### src/sv/itoa_pkg.sv
`default_nettype none

package itoa_pkg;

   // operand and digit sizes
   localparam int DATA_W   = 32;
   localparam int DIGIT_W  = 4;
   localparam int RADIX_W  = 5;
   localparam int CHAR_W   = 7;
   localparam int CMD_W    = 2;
   localparam int MAX_DIGITS = 32;
   localparam int STACK_W  = MAX_DIGITS * DIGIT_W;
   localparam int DCNT_W   = $clog2(MAX_DIGITS + 1);

   // conversion selector codes
   localparam logic [CMD_W-1:0] CMD_UNSIGNED = 2'd0;
   localparam logic [CMD_W-1:0] CMD_SIGNED   = 2'd1;
   localparam logic [CMD_W-1:0] CMD_HEX      = 2'd2;
   localparam logic [CMD_W-1:0] CMD_OCTAL    = 2'd3;

   // radix limits
   localparam logic [RADIX_W-1:0] RADIX_MIN     = 5'd2;
   localparam logic [RADIX_W-1:0] RADIX_MAX     = 5'd16;
   localparam logic [RADIX_W-1:0] RADIX_HEX     = 5'd16;
   localparam logic [RADIX_W-1:0] RADIX_OCTAL   = 5'd8;
   localparam logic [RADIX_W-1:0] DEFAULT_RADIX = 5'd10;

   // ascii characters
   localparam logic [CHAR_W-1:0] CHAR_ZERO  = 7'h30;
   localparam logic [CHAR_W-1:0] CHAR_X     = 7'h78;
   localparam logic [CHAR_W-1:0] CHAR_MINUS = 7'h2D;
   localparam logic [CHAR_W-1:0] CHAR_SPACE = 7'h20;
   localparam logic [CHAR_W-1:0] CHAR_ALPHA_BASE = 7'h37;  // 'A' - 10

   // register map
   localparam logic REG_DECIMAL_BASE = 1'b0;

   // divider request and status
   typedef struct packed {
      logic               start;
      logic [DATA_W-1:0]  dividend;
      logic [RADIX_W-1:0] radix;
   } div_req_type;

   typedef struct packed {
      logic               busy;
      logic               done;
      logic [DATA_W-1:0]  quotient;
      logic [DIGIT_W-1:0] remainder;
   } div_rsp_type;

   // digit value to uppercase ascii
   function automatic logic [CHAR_W-1:0] digit_char(input logic [DIGIT_W-1:0] d);
      logic [CHAR_W-1:0] ext;
      ext = {{(CHAR_W-DIGIT_W){1'b0}}, d};
      if (d < 4'd10) begin
         return CHAR_ZERO + ext;
      end
      return CHAR_ALPHA_BASE + ext;
   endfunction

endpackage

`default_nettype wire

### src/sv/integer_to_ascii_formatter.sv
// Integer to ASCII formatter.
// The req channel takes one transaction per number: req_cmd selects unsigned
// or signed conversion in the programmable radix, hexadecimal with a "0x"
// prefix, or octal with a "0" prefix, and req_value is the 32-bit operand.
// The rsp channel returns the text one character per transaction, most
// significant digit first, with a leading '-' for signed negatives and a
// trailing space that carries rsp_last.
// The csr port holds decimal_base at address 0 (values below 2 act as 2,
// above 16 as 16); write it only while the block is idle.
// One shared restoring divider produces each digit, one quotient bit per
// cycle: each digit takes a start, 32 steps and a result handoff, and
// req_stall stays high until the trailing space has been loaded into the
// output register.
// A stalled rsp transaction holds in the output register and the
// sequencer waits on it. Reset empties the output register, returns the
// sequencer to idle and sets decimal_base to 10.
`default_nettype none

module integer_to_ascii_formatter (
   input  wire                            clock,
   input  wire                            reset,
   // request channel
   input  wire                            req_valid,
   output logic                           req_stall,
   input  wire  [itoa_pkg::CMD_W-1:0]     req_cmd,
   input  wire  [itoa_pkg::DATA_W-1:0]    req_value,
   // response channel
   output logic                           rsp_valid,
   input  wire                            rsp_stall,
   output logic [itoa_pkg::CHAR_W-1:0]    rsp_text_char,
   output logic                           rsp_last,
   // register port
   input  wire                            csr_psel,
   input  wire                            csr_penable,
   input  wire                            csr_pwrite,
   input  wire  [2:0]                     csr_paddr,
   input  wire  [31:0]                    csr_pwdata,
   output logic [31:0]                    csr_prdata,
   output logic                           csr_pready
);

   // sequencer states
   localparam logic [2:0] ST_IDLE      = 3'd0;
   localparam logic [2:0] ST_MINUS     = 3'd1;
   localparam logic [2:0] ST_ZERO      = 3'd2;
   localparam logic [2:0] ST_X         = 3'd3;
   localparam logic [2:0] ST_DIV_START = 3'd4;
   localparam logic [2:0] ST_DIV_WAIT  = 3'd5;
   localparam logic [2:0] ST_EMIT      = 3'd6;
   localparam logic [2:0] ST_SPACE     = 3'd7;

   logic [2:0]                       state_ff, state_in;
   logic [itoa_pkg::RADIX_W-1:0]     base_ff, base_in;
   logic [itoa_pkg::CMD_W-1:0]       cmd_ff, cmd_in;
   logic [itoa_pkg::DATA_W-1:0]      mag_ff, mag_in;
   logic [itoa_pkg::RADIX_W-1:0]     radix_ff, radix_in;
   logic [itoa_pkg::STACK_W-1:0]     stack_ff, stack_in;
   logic [itoa_pkg::DCNT_W-1:0]      dcnt_ff, dcnt_in;
   logic                             rsp_valid_ff, rsp_valid_in;
   logic [itoa_pkg::CHAR_W-1:0]      text_ff, text_in;
   logic                             last_ff, last_in;

   logic                             req_fire;
   logic                             out_free;
   logic                             emit;
   logic [itoa_pkg::CHAR_W-1:0]      emit_char;
   logic                             emit_last;
   logic                             csr_write;
   logic [itoa_pkg::RADIX_W-1:0]     base_eff;

   itoa_pkg::div_req_type            div_req;
   itoa_pkg::div_rsp_type            div_rsp;

   // register port
   always_comb begin
      csr_pready = 1'b1;
      csr_write  = csr_psel && csr_penable && csr_pwrite;
      base_in    = base_ff;
      if (csr_write && (csr_paddr[2] == itoa_pkg::REG_DECIMAL_BASE)) begin
         base_in = csr_pwdata[itoa_pkg::RADIX_W-1:0];
      end
      csr_prdata = '0;
      if (csr_paddr[2] == itoa_pkg::REG_DECIMAL_BASE) begin
         csr_prdata = {{(32-itoa_pkg::RADIX_W){1'b0}}, base_ff};
      end
   end

   // clamp the programmed radix to the supported range
   always_comb begin
      base_eff = base_ff;
      if (base_ff < itoa_pkg::RADIX_MIN) begin
         base_eff = itoa_pkg::RADIX_MIN;
      end else if (base_ff > itoa_pkg::RADIX_MAX) begin
         base_eff = itoa_pkg::RADIX_MAX;
      end
   end

   // handshakes
   assign req_stall = (state_ff != ST_IDLE);
   assign req_fire  = req_valid && !req_stall;
   assign out_free  = !rsp_valid_ff || !rsp_stall;

   // sequencer
   always_comb begin
      state_in  = state_ff;
      cmd_in    = cmd_ff;
      mag_in    = mag_ff;
      radix_in  = radix_ff;
      stack_in  = stack_ff;
      dcnt_in   = dcnt_ff;
      emit      = 1'b0;
      emit_char = itoa_pkg::CHAR_SPACE;
      emit_last = 1'b0;
      div_req.start    = 1'b0;
      div_req.dividend = mag_ff;
      div_req.radix    = radix_ff;
      unique case (state_ff)
         ST_IDLE: begin
            if (req_fire) begin
               cmd_in  = req_cmd;
               dcnt_in = '0;
               mag_in  = req_value;
               unique case (req_cmd)
                  itoa_pkg::CMD_UNSIGNED: begin
                     radix_in = base_eff;
                     state_in = ST_DIV_START;
                  end
                  itoa_pkg::CMD_SIGNED: begin
                     radix_in = base_eff;
                     if (req_value[itoa_pkg::DATA_W-1]) begin
                        mag_in   = (~req_value) + 1'b1;
                        state_in = ST_MINUS;
                     end else begin
                        state_in = ST_DIV_START;
                     end
                  end
                  itoa_pkg::CMD_HEX: begin
                     radix_in = itoa_pkg::RADIX_HEX;
                     state_in = ST_ZERO;
                  end
                  default: begin
                     radix_in = itoa_pkg::RADIX_OCTAL;
                     state_in = ST_ZERO;
                  end
               endcase
            end
         end
         ST_MINUS: begin
            emit      = out_free;
            emit_char = itoa_pkg::CHAR_MINUS;
            if (out_free) begin
               state_in = ST_DIV_START;
            end
         end
         ST_ZERO: begin
            emit      = out_free;
            emit_char = itoa_pkg::CHAR_ZERO;
            if (out_free) begin
               state_in = (cmd_ff == itoa_pkg::CMD_HEX) ? ST_X : ST_DIV_START;
            end
         end
         ST_X: begin
            emit      = out_free;
            emit_char = itoa_pkg::CHAR_X;
            if (out_free) begin
               state_in = ST_DIV_START;
            end
         end
         ST_DIV_START: begin
            div_req.start = 1'b1;
            state_in      = ST_DIV_WAIT;
         end
         ST_DIV_WAIT: begin
            // push the new low digit, keep dividing until the quotient is zero
            if (div_rsp.done) begin
               stack_in = {stack_ff[itoa_pkg::STACK_W-itoa_pkg::DIGIT_W-1:0],
                           div_rsp.remainder};
               dcnt_in  = dcnt_ff + 1'b1;
               mag_in   = div_rsp.quotient;
               state_in = (div_rsp.quotient == '0) ? ST_EMIT : ST_DIV_START;
            end
         end
         ST_EMIT: begin
            // pop digits, most significant first
            emit      = out_free;
            emit_char = itoa_pkg::digit_char(stack_ff[itoa_pkg::DIGIT_W-1:0]);
            if (out_free) begin
               stack_in = {{itoa_pkg::DIGIT_W{1'b0}},
                           stack_ff[itoa_pkg::STACK_W-1:itoa_pkg::DIGIT_W]};
               dcnt_in  = dcnt_ff - 1'b1;
               if (dcnt_ff == itoa_pkg::DCNT_W'(1)) begin
                  state_in = ST_SPACE;
               end
            end
         end
         ST_SPACE: begin
            emit      = out_free;
            emit_char = itoa_pkg::CHAR_SPACE;
            emit_last = 1'b1;
            if (out_free) begin
               state_in = ST_IDLE;
            end
         end
         default: begin
            state_in = ST_IDLE;
         end
      endcase
   end

   // output register
   always_comb begin
      rsp_valid_in = rsp_valid_ff;
      text_in      = text_ff;
      last_in      = last_ff;
      if (emit) begin
         rsp_valid_in = 1'b1;
         text_in      = emit_char;
         last_in      = emit_last;
      end else if (!rsp_stall) begin
         rsp_valid_in = 1'b0;
      end
   end

   assign rsp_valid     = rsp_valid_ff;
   assign rsp_text_char = text_ff;
   assign rsp_last      = last_ff;

   always_ff @(posedge clock) begin
      if (reset) begin
         state_ff     <= ST_IDLE;
         base_ff      <= itoa_pkg::DEFAULT_RADIX;
         rsp_valid_ff <= 1'b0;
         dcnt_ff      <= '0;
      end else begin
         state_ff     <= state_in;
         base_ff      <= base_in;
         rsp_valid_ff <= rsp_valid_in;
         dcnt_ff      <= dcnt_in;
      end
   end

   always_ff @(posedge clock) begin
      cmd_ff   <= cmd_in;
      mag_ff   <= mag_in;
      radix_ff <= radix_in;
      stack_ff <= stack_in;
      text_ff  <= text_in;
      last_ff  <= last_in;
   end

   // shared digit divider
   itoa_divider u_divider (
      .clock   (clock),
      .reset   (reset),
      .div_req (div_req),
      .div_rsp (div_rsp)
   );

   // the final character is always the trailing space
   assert property (@(posedge clock) disable iff (reset)
      (rsp_valid && rsp_last) |-> (rsp_text_char == itoa_pkg::CHAR_SPACE))
      else $error("last flag on a character other than space");

   // the digit stack never overflows and is never popped empty
   assert property (@(posedge clock) disable iff (reset)
      (dcnt_ff <= itoa_pkg::DCNT_W'(itoa_pkg::MAX_DIGITS)) &&
      ((state_ff != ST_EMIT) || (dcnt_ff != '0)))
      else $error("digit stack count out of range");

   // a divide is only started on an idle divider
   assert property (@(posedge clock) disable iff (reset)
      div_req.start |-> !div_rsp.busy)
      else $error("divider started while busy");

   // an accepted request leaves idle at once
   assert property (@(posedge clock) disable iff (reset)
      req_fire |=> (state_ff != ST_IDLE))
      else $error("request accepted without leaving idle");

endmodule

`default_nettype wire

### src/sv/itoa_divider.sv
`default_nettype none

module itoa_divider (
   input  wire                        clock,
   input  wire                        reset,
   input  wire itoa_pkg::div_req_type div_req,
   output itoa_pkg::div_rsp_type      div_rsp
);

   logic                                busy_ff, busy_in;
   logic                                done_ff, done_in;
   logic [$clog2(itoa_pkg::DATA_W)-1:0] cnt_ff, cnt_in;
   logic [itoa_pkg::DATA_W-1:0]         quo_ff, quo_in;
   logic [itoa_pkg::DIGIT_W-1:0]        rem_ff, rem_in;
   logic [itoa_pkg::RADIX_W-1:0]        radix_ff, radix_in;

   logic [itoa_pkg::RADIX_W-1:0] trial;
   logic                         ge;

   // one restoring step: shift in the next dividend bit, subtract if it fits
   always_comb begin
      trial = {rem_ff, quo_ff[itoa_pkg::DATA_W-1]};
      ge    = (trial >= radix_ff);
   end

   // step control
   always_comb begin
      busy_in  = busy_ff;
      done_in  = 1'b0;
      cnt_in   = cnt_ff;
      quo_in   = quo_ff;
      rem_in   = rem_ff;
      radix_in = radix_ff;
      if (div_req.start && !busy_ff) begin
         busy_in  = 1'b1;
         cnt_in   = '1;
         quo_in   = div_req.dividend;
         rem_in   = '0;
         radix_in = div_req.radix;
      end else if (busy_ff) begin
         quo_in = {quo_ff[itoa_pkg::DATA_W-2:0], ge};
         rem_in = ge ? itoa_pkg::DIGIT_W'(trial - radix_ff)
                     : trial[itoa_pkg::DIGIT_W-1:0];
         cnt_in = cnt_ff - 1'b1;
         if (cnt_ff == '0) begin
            busy_in = 1'b0;
            done_in = 1'b1;
         end
      end
   end

   always_ff @(posedge clock) begin
      if (reset) begin
         busy_ff <= 1'b0;
         done_ff <= 1'b0;
         cnt_ff  <= '0;
      end else begin
         busy_ff <= busy_in;
         done_ff <= done_in;
         cnt_ff  <= cnt_in;
      end
   end

   always_ff @(posedge clock) begin
      quo_ff   <= quo_in;
      rem_ff   <= rem_in;
      radix_ff <= radix_in;
   end

   always_comb begin
      div_rsp.busy      = busy_ff;
      div_rsp.done      = done_ff;
      div_rsp.quotient  = quo_ff;
      div_rsp.remainder = rem_ff;
   end

   // a step result below the radix means the remainder always fits one digit
   assert property (@(posedge clock) disable iff (reset)
      busy_ff |=> (rem_ff < radix_ff))
      else $error("divider remainder not below radix");

   assert property (@(posedge clock) disable iff (reset)
      done_ff |-> !busy_ff)
      else $error("divider done while busy");

   assert property (@(posedge clock) disable iff (reset)
      (div_req.start && !busy_ff) |=> busy_ff && !done_ff)
      else $error("divider did not start");

endmodule

`default_nettype wire

### config.mk
export PLATFORM = sky130hd
export DESIGN_NAME = integer_to_ascii_formatter
export DESIGN_NICKNAME = d
export VERILOG_FILES = /design/src/sv/itoa_pkg.sv /design/src/sv/integer_to_ascii_formatter.sv /design/src/sv/itoa_divider.sv
export SDC_FILE = /design/constraint.sdc
export NUM_CORES = 1
export LEC_CHECK = 0
export ABC_AREA = 1
export BUFFER_PORTS_ARGS = -buffer_cell sky130_fd_sc_hd__buf_2
export CORE_MARGIN = 5
export CORE_UTILIZATION = 55
export CTS_BUF_LIST = sky130_fd_sc_hd__clkbuf_4
export DETAILED_ROUTE_END_ITERATION = 7
export PLACE_DENSITY_LB_ADDON = 0.1
export SKIP_CTS_REPAIR_TIMING = 1
export SLEW_MARGIN = 20
export SYNTH_ARGS = -nofsm -noshare
export SYNTH_HDL_FRONTEND = slang
export SYNTH_SLANG_ARGS = --single-unit
export TNS_END_PERCENT = 30
### constraint.sdc
create_clock -name clock -period 9.2 [get_ports clock]
set_clock_uncertainty 0.15 [all_clocks]
set_input_delay 0 -clock clock [delete_from_list [all_inputs] [get_ports clock]]
set_output_delay 0 -clock clock [all_outputs]
set_load 0.01 [all_outputs]
==> run summary, run 1 <==
leakage - 0.00573 µW
GRT overflow - 0
synth warn - 0
share of cells above drive strength 1 - 11.9%
DRC violations left - 0
CP required - 9310 ps
largest net degree at the start of global routing - 135
flops & latches, synth - 238
DIE AREA - 24200 µm²
CP Capture Type - flip-flop
status - complete, no violations
drt pass-1 iters - 8
most common cell after layout, fill and taps aside - nand2_1
cell breakdown of the critical path - nand2_1 > nor2_2 > buf_4 > inv_1 > buf_4 > nand2_1 > nor2_1 > inv_1 > nand2_1 > a21oi_4 > buf_4 > buf_4
post-synthesis sequential area ratio - 59.2%
per-cell routed wire length - 13.4 µm
crit path time final - 3950 ps
worst skew pair latency - 660 ps
f_max - 253 MHz
CP peak stage delay - 710 ps
total negative slack - 0 ps
routed vias/inst - 5.04
CTS tree - done
Port-buffer cells - 61
initial core utilization - 55.7%
worst slew pin tran - 1010 ps
CP max FO - 73
Clock Path Buffers - 3
DIE HEIGHT - 155 µm
Rel. slew slack - 32.9%
maximum vdd drop - 0.136 mV
CTS sink cnt - 238
clock buffer count from CTS - 60
GRT Total Usage - 19.0%
gpl congestion - 0.882
total power - 3550 µW
CTS root buffer - clkbuf_4
Filler cells - 1765
Post-Place Worst Slack - 5210 ps
clk slew on worst S/H paths - 60 ps
Yosys cell types - 34
cells after synthesis - 1282
arrival time worst endpoint - 4060 ps
Crit path max-delay family - buffers and inverters
fin nets - 1532
vias in the first global route - 8246
commonest cells after routing, fill and taps aside - nand2_1 (347), edfxtp_1 (212), o21ai_0 (197), inv_1 (171), clkbuf_4 (93)
slowest stage cell, crit path - buf_4
Crit Path Class - flip-flop to flip-flop
maxcap violations - 0
core area - 20900 µm²
synthesized area - 11600 µm²
H-Tree Depth - 2
post-DP HPWL - 14.6 mm
post-synthesis average cell area - 9.07 µm²
endpoints failing setup - 0
cell row count - 53
initial antenna violation count - 1
area growth from synthesis to layout - 17.5%
final worst slack - 5250 ps
worst hold path type - input port to flip-flop
Tcrit/Tclk final - 42.9%
Fin. Hold Viols - 0
Reg2Reg Setup Slack - 5250 ps
die width - 155 µm
first-pass GRT wire length - 38.3 mm
max-slew violations - 0
Most Frequent Cell on Critical Path - buf_4
Worst Hold Slack - 84.2 ps
DR iter-0 viols - 638
Power Density - 260 nW/µm²
io pins - 119
CP startpoint kind - flip-flop
Buf+Inv Stages, Crit Path - 6
Vias - 8917
unrepaired setup endpoints after global routing - no
ANT nets after route - 0
final wirelength - 23.7 mm
-- worst register-to-register path, stage by stage (launching register included) --
cell     delay, ps
dfxtp_1        410
nand2_1        120
nor2_2          90
buf_4          380
inv_1           80
buf_4          270
nand2_1        130
nor2_1          40
inv_1           40
nand2_1        240
a21oi_4        190
buf_4          710
buf_4          710
-- where the power goes --
group          switching [µW]  leakage, µW  internal, µW  total (µW)
Combinational             610      0.00309           286         896
Sequential                136      0.00217          1620        1750
Clock                     412     0.000469           485         897
-- final cells by class --
class                      count  area, µm²  share of cell area, %
sequential                   238       6890                   50.4
multi-input combinational    818       3790                   27.7
timing repair buffer         152       1190                   8.75
clock buffer                  93        698                   5.11
inverter                     174        654                   4.79
tap                          275        344                   2.52
clock inverter                15       83.8                  0.614
antenna                        3       7.51                 0.0550
-- registers in the layout (all words and copies together) (netlist names) --
name,flops
radix_ff,5
base_ff,5
mag_ff,32
dcnt_ff,6
u_divider.radix_ff,5
cmd_ff,2
u_divider.rem_ff,4
rsp_last,1
u_divider.cnt_ff,5
stack_ff,128
rsp_text_char,7
rsp_valid,1
u_divider.busy_ff,1
u_divider.quo_ff,32
state_ff,3
u_divider.done_ff,1
-- layer usage --
| layer | share of wire, % | track usage, % | vias to the layer above |
|---|---|---|---|
| met2 | 48 | 31.4 | 256 |
| met5 | 0 | 0 | - |
| met3 | 5.7 | 4.06 | 45 |
| met1 | 45 | 25.6 | 4062 |
| li1 | - | - | 4554 |
| met4 | 1.8 | 5.46 | 0 |
-- kinds of logic (layout without fill, tap and decap cells) --
kind of cell	count (synthesis)	after routing	synth area share [%]
AOI/OAI and AO/OA	242	242	10.7
xor gates and xnor gates	15	15	1.13
buffers and inverters	252	434	9.30
DFF	238	238	59.2
adders and majority gates	12	12	1.36
other	2	31	0.0646
and+or+nand+nor	521	521	18.2
-- metrics by stage --
stage	cell area (µm²)	instances	utilization, %
final	13700	1768	65.4
after global routing	13700	1767	65.4
after CTS	12800	1684	61.5
after detailed placement	12100	1576	57.7
after global placement	12100	1576	57.7
after floorplan	11700	1308	-
-- synthesized netlist by cell type --
library cell | number | area share [%]
nor3b_1 | 1 | 0.065
o31ai_1 | 1 | 0.065
inv_1 | 171 | 5.5
inv_2 | 3 | 0.097
a21o_1 | 1 | 0.065
clkbuf_1 | 29 | 0.94
o21ai_0 | 197 | 8.5
nand3b_1 | 5 | 0.32
nor3_1 | 2 | 0.086
edfxtp_1 | 212 | 55
o32ai_1 | 1 | 0.075
ha_1 | 11 | 1.2
nand3_1 | 59 | 2.5
xnor2_1 | 2 | 0.15
dfxtp_1 | 26 | 4.5
nor2_2 | 2 | 0.11
o22ai_1 | 2 | 0.11
nor2_4 | 1 | 0.097
conb_1 | 2 | 0.065
fa_1 | 1 | 0.17
nand2_1 | 347 | 11
xor2_1 | 13 | 0.98
nand4_1 | 20 | 1.1
or2_2 | 1 | 0.054
and3_1 | 1 | 0.054
a21oi_1 | 26 | 1.1
a31oi_1 | 3 | 0.16
o211ai_1 | 7 | 0.45
buf_6 | 1 | 0.097
buf_4 | 29 | 1.9
buf_1 | 4 | 0.13
buf_2 | 15 | 0.65
nor2_1 | 82 | 2.6
o21ai_1 | 4 | 0.17
-- final timing paths --
kind / start / end / depth (start not counted)
max reg2reg: state_ff[0] / stack_ff[85] / 12
min reg2reg: radix_ff[0] / u_divider.radix_ff[0] / 0
max: state_ff[0] / stack_ff[85] / 12
min: reset / u_divider.cnt_ff[0] / 5
Power figures use the tool's default switching activity.
==> run 2: changes to the inputs <==
==> constraint.sdc (replaced) <==
create_clock -name clock -period 3.3 [get_ports clock]
set_clock_uncertainty 0.15 [all_clocks]
set_input_delay 0 -clock clock [delete_from_list [all_inputs] [get_ports clock]]
set_output_delay 0 -clock clock [all_outputs]
set_load 0.01 [all_outputs]
==> run summary, run 2 (synthesis gave the netlist of run 1 again) <==
unrepaired setup endpoints after global routing - no
fin area - 13800 µm²
maximum vdd drop - 0.404 mV
clk slew on worst S/H paths - 60 ps
die width - 155 µm
largest net degree at the start of global routing - 130
fin nets - 1542
area growth from synthesis to layout - 18.4%
CTS root buffer - clkbuf_4
Sw Pwr - 3260 µW
CP required - 3540 ps
CTS tree - done
cell breakdown of the critical path - dlygate4sd3_1 > buf_2 > nand2_1 > nor2_2 > buf_4 > nand2_1 > nand3_1 > nand2_1 > dlygate4sd3_1 > nand3_1 > dlygate4sd3_1 > nand2_1
Placed Cells - 1577
core area - 20900 µm²
Sw Share - 32.8%
worst slew pin tran - 740 ps
CP startpoint kind - input port
GRT Total Usage - 19.0%
status - complete, no violations
ANT nets after route - 0
worst skew pair latency - 680 ps
Logic pwr share - 25.5%
drt pass-1 iters - 5
Rel. slew slack - 50.7%
most common cell after layout, fill and taps aside - nand2_1
crit path time final - 2770 ps
worst setup path endpoint - mag_ff[28]
Port-buffer cells - 61
initial core utilization - 55.7%
final wirelength - 24.4 mm
DRC violations left - 0
R2R Path End - stack_ff[83]
per-cell routed wire length - 13.7 µm
Int Pwr - 6680 µW
cell row count - 53
dpl cell area - 12100 µm²
initial antenna violation count - 1
clock buffer count from CTS - 60
Most Frequent Cell on Critical Path - nand2_1
Flop pwr share - 49.2%
endpoints failing setup - 0
commonest cells after routing, fill and taps aside - nand2_1 (345), edfxtp_1 (212), o21ai_0 (197), inv_1 (168), clkbuf_4 (101)
routed vias/inst - 5.07
Biggest register - stack_ff
DIE HEIGHT - 155 µm
share of cells above drive strength 1 - 12.9%
Power Density - 722 nW/µm²
CP peak stage delay - 550 ps
arrival time worst endpoint - 3020 ps
origin of the critical flop-to-flop path - state_ff[1]
H-Tree Depth - 2
GRT overflow - 0
Tcrit/Tclk final - 84.0%
worst hold path type - input port to flip-flop
Fin. Hold Viols - 0
Crit Path Class - input port to flip-flop
leakage - 0.00577 µW
Clk pwr share - 25.3%
max-slew violations - 0
hold path startpoint - reset
worst r2r path cells - 9
io pins - 119
CP max FO - 37
Clock Path Buffers - 3
Final Non-Filler Cells - 1775
CTS sink cnt - 238
Reg2Reg Setup Slack - 710 ps
CP startpoint - req_cmd[0]
f_max - 361 MHz
DR iter-0 viols - 633
maxcap violations - 0
Largest register FFs - 128
largest registers - stack_ff x128, mag_ff x32, u_divider.quo_ff x32
total power - 9940 µW
slowest stage cell, crit path - dlygate4sd3_1
first-pass GRT wire length - 38.0 mm
gpl congestion - 0.889
vias in the first global route - 8173
Vias - 9006
DIE AREA - 24200 µm²
post-DP HPWL - 14.8 mm
CP Capture Type - flip-flop
[run 2: metrics by stage]
stage | setup TNS (ps) | setup slack, ps | hold slack, ps | util [%]
CTS | 0 | 740 | -658 | 61.6
finish | 0 | 528 | 61.3 | 65.9
detailed placement | 0 | 751 | 74.0 | 57.8
global route | 0 | 395 | 34.7 | 65.9
floorplan | -41550 | -324 | -102 | -
global placement | 0 | 764 | 69.1 | 57.8
[run 2: critical path: cells and delay by family]
family	cells	cell delay [ps]
and+or+nand+nor	7	880
buffers and inverters	5	2100
[run 2: area by class of cell]
class | count | area [µm²]
multi-input cells | 818 | 3790
diodes | 2 | 5.00
well taps | 275 | 344
inverters | 174 | 654
clock inverters | 5 | 26.3
clock buffers | 101 | 758
fillers | 1717 | 7110
repair buffers | 162 | 1300
flip-flops and latches | 238 | 6890
[run 2: metal layers]
metal,part of all wire (%),GRT usage (%),vias up
met1,45,25.7,4149
met4,1.8,6.00,0
met3,5.4,4.28,37
li1,-,-,4578
met5,0,0,-
met2,48,30.7,242
[run 2: worst min path at each step]
stage / cells after the start / endpoint
after floorplan: 1 / csr_prdata[0]
after global placement: 3 / base_ff[1]
after detailed placement: 3 / base_ff[1]
after CTS: 3 / base_ff[3]
after global routing: 2 / cmd_ff[1]
final: 5 / u_divider.cnt_ff[1]
[run 2: power groups by stage]
stage	logic [µW]	clock network [µW]	registers, µW
floorplan	1780	0	4870
finish	2530	2520	4890
detailed placement	2410	0	4940
CTS	2420	2600	4890
global placement	2330	0	4920
global route	2870	2770	4970
==> run 3: changes to the inputs <==
==> constraint.sdc (replaced) <==
create_clock -name clock -period 2.5 [get_ports clock]
set_clock_uncertainty 0.15 [all_clocks]
set_input_delay 0 -clock clock [delete_from_list [all_inputs] [get_ports clock]]
set_output_delay 0 -clock clock [all_outputs]
set_load 0.01 [all_outputs]
==> run summary, run 3 (synthesis gave the netlist of run 1 again) <==
status - finished with violations
violations in the final reports - negative hold slack
first-pass GRT wire length - 38.8 mm
most common cell after layout, fill and taps aside - nand2_1
commonest cells after routing, fill and taps aside - nand2_1 (345), edfxtp_1 (212), o21ai_0 (197), inv_1 (168), clkbuf_4 (106)
slowest stage cell, crit path - dlygate4sd3_1
arrival time worst endpoint - 2540 ps
per-cell routed wire length - 13.7 µm
CTS sink cnt - 238
origin of the critical flop-to-flop path - state_ff[1]
final core occ - 65.8%
vias in the first global route - 8375
H-Tree Depth - 3
fin area - 13700 µm²
Worst Hold Slack - -10.4 ps
io pins - 119
initial core utilization - 55.7%
Clock Path Buffers - 3
worst r2r path cells - 9
CTS tree - done
CTS root buffer - clkbuf_4
Power Density - 982 nW/µm²
worst skew pair latency - 620 ps
GRT Total Usage - 19.4%
post-DP HPWL - 15.1 mm
CP startpoint kind - input port
Reg2Reg Setup Slack - 240 ps
Placed Cells - 1583
f_max - 429 MHz
share of cells above drive strength 1 - 13.8%
initial antenna violation count - 1
DIE AREA - 24200 µm²
cell breakdown of the critical path - dlygate4sd3_1 > buf_2 > nor2_1 > nand2_1 > nor2_1 > nand2_1 > o21ai_0 > nand3b_1 > nand3_1 > dlygate4sd3_1 > nand2_1
dpl cell area - 12200 µm²
R2R Path End - stack_ff[115]
worst slew pin tran - 768 ps
DIE HEIGHT - 155 µm
Rel. slew slack - 48.8%
Biggest register - stack_ff
CP max FO - 4
drt pass-1 iters - 5
Port-buffer cells - 61
endpoints failing setup - 0
Largest register FFs - 128
DR iter-0 viols - 628
ANT nets after route - 0
Hold EP - mag_ff[3]
Fin. Hold Viols - 1
gpl congestion - 0.920
maxcap violations - 0
Crit Path Class - input port to flip-flop
worst hold path type - input port to flip-flop
DRC violations left - 0
clock buffer count from CTS - 66
CP peak stage delay - 550 ps
leakage - 0.00579 µW
Vias - 8982
clk slew on worst S/H paths - 60 ps
unrepaired setup endpoints after global routing - no
cell row count - 53
CP required - 2710 ps
die width - 155 µm
core area - 20900 µm²
fin nets - 1530
maximum vdd drop - 0.592 mV
Most Frequent Cell on Critical Path - nand2_1
CP Capture Type - flip-flop
crit path time final - 2330 ps
cell depth of the worst hold path - 6
largest registers - stack_ff x128, mag_ff x32, u_divider.quo_ff x32
area growth from synthesis to layout - 18.2%
Tcrit/Tclk final - 93.2%
Final Non-Filler Cells - 1764
routed vias/inst - 5.09
GRT overflow - 0
largest net degree at the start of global routing - 141
hold path startpoint - req_value[1]
max-slew violations - 0
final wirelength - 24.1 mm
[run 3: cell types whose count changed in the layout (fill, tap and decap cells not counted)]
cell           before  now
dlygate4sd3_1      90   66
clkinvlp_4          2    0
clkbuf_4          101  106
clkinv_1            3    4
buf_12              1    7
clkinv_2            1    2
bufinv_16           0    2
[run 3: worst max-delay path by stage]
stage	cells after the start	from	endpoint
floorplan	7	state_ff[0]	stack_ff[0]
global placement	9	state_ff[1]	stack_ff[79]
detailed placement	9	state_ff[1]	stack_ff[79]
CTS	9	state_ff[1]	stack_ff[39]
global route	11	req_value[4]	mag_ff[22]
finish	11	req_value[4]	mag_ff[22]
[run 3: metrics by stage]
stage | power (µW) | hold slack [ps] | TNS (ps) | setup WS [ps]
finish | 13500 | -10.4 | 0 | 170
global route | 14500 | 21.7 | 0 | 6.68
CTS | 13500 | -595 | 0 | 236
detailed placement | 9840 | 75.1 | 0 | 243
global placement | 9720 | 70.8 | 0 | 275
floorplan | 8780 | -102 | -169200 | -1120
[run 3: cell type report]
| type | count | area, µm² |
|---|---|---|
| Fill cell | 1713 | 7140 |
| Timing Repair Buffer | 144 | 1180 |
| Multi-Input combinational cell | 818 | 3790 |
| Clock inverter | 7 | 80.1 |
| Clock buffer | 106 | 796 |
| Sequential cell | 238 | 6890 |
| Inverter | 174 | 654 |
| Antenna cell | 2 | 5.00 |
| Tap cell | 275 | 344 |
[run 3: power breakdown]
| group | internal, µW | switching [µW] | total, µW | leakage [µW] |
|---|---|---|---|---|
| registers | 5950 | 500 | 6450 | 0.00217 |
| clock network | 2110 | 1530 | 3640 | 0.000526 |
| logic | 1120 | 2290 | 3410 | 0.00309 |
| total | 9180 | 4320 | 13500 | 0.00579 |
[run 3: routing by layer]
layer	global-route usage, %	vias up	wire, µm	share of wire, %
met3	3.98	38	1200	5.0
met1	27.4	4145	11200	47
li1	-	4565	-	-
met4	7.21	0	425	1.8
met2	29.9	234	11300	47
met5	0	-	0	0
[run 3: worst max-delay path: cells and delay by family]
kind / cells / cell delay [ps]
buffers and inverters: 3 / 1230
AO/OA/AOI/OAI: 1 / 470
AND/OR/NAND/NOR: 7 / 830
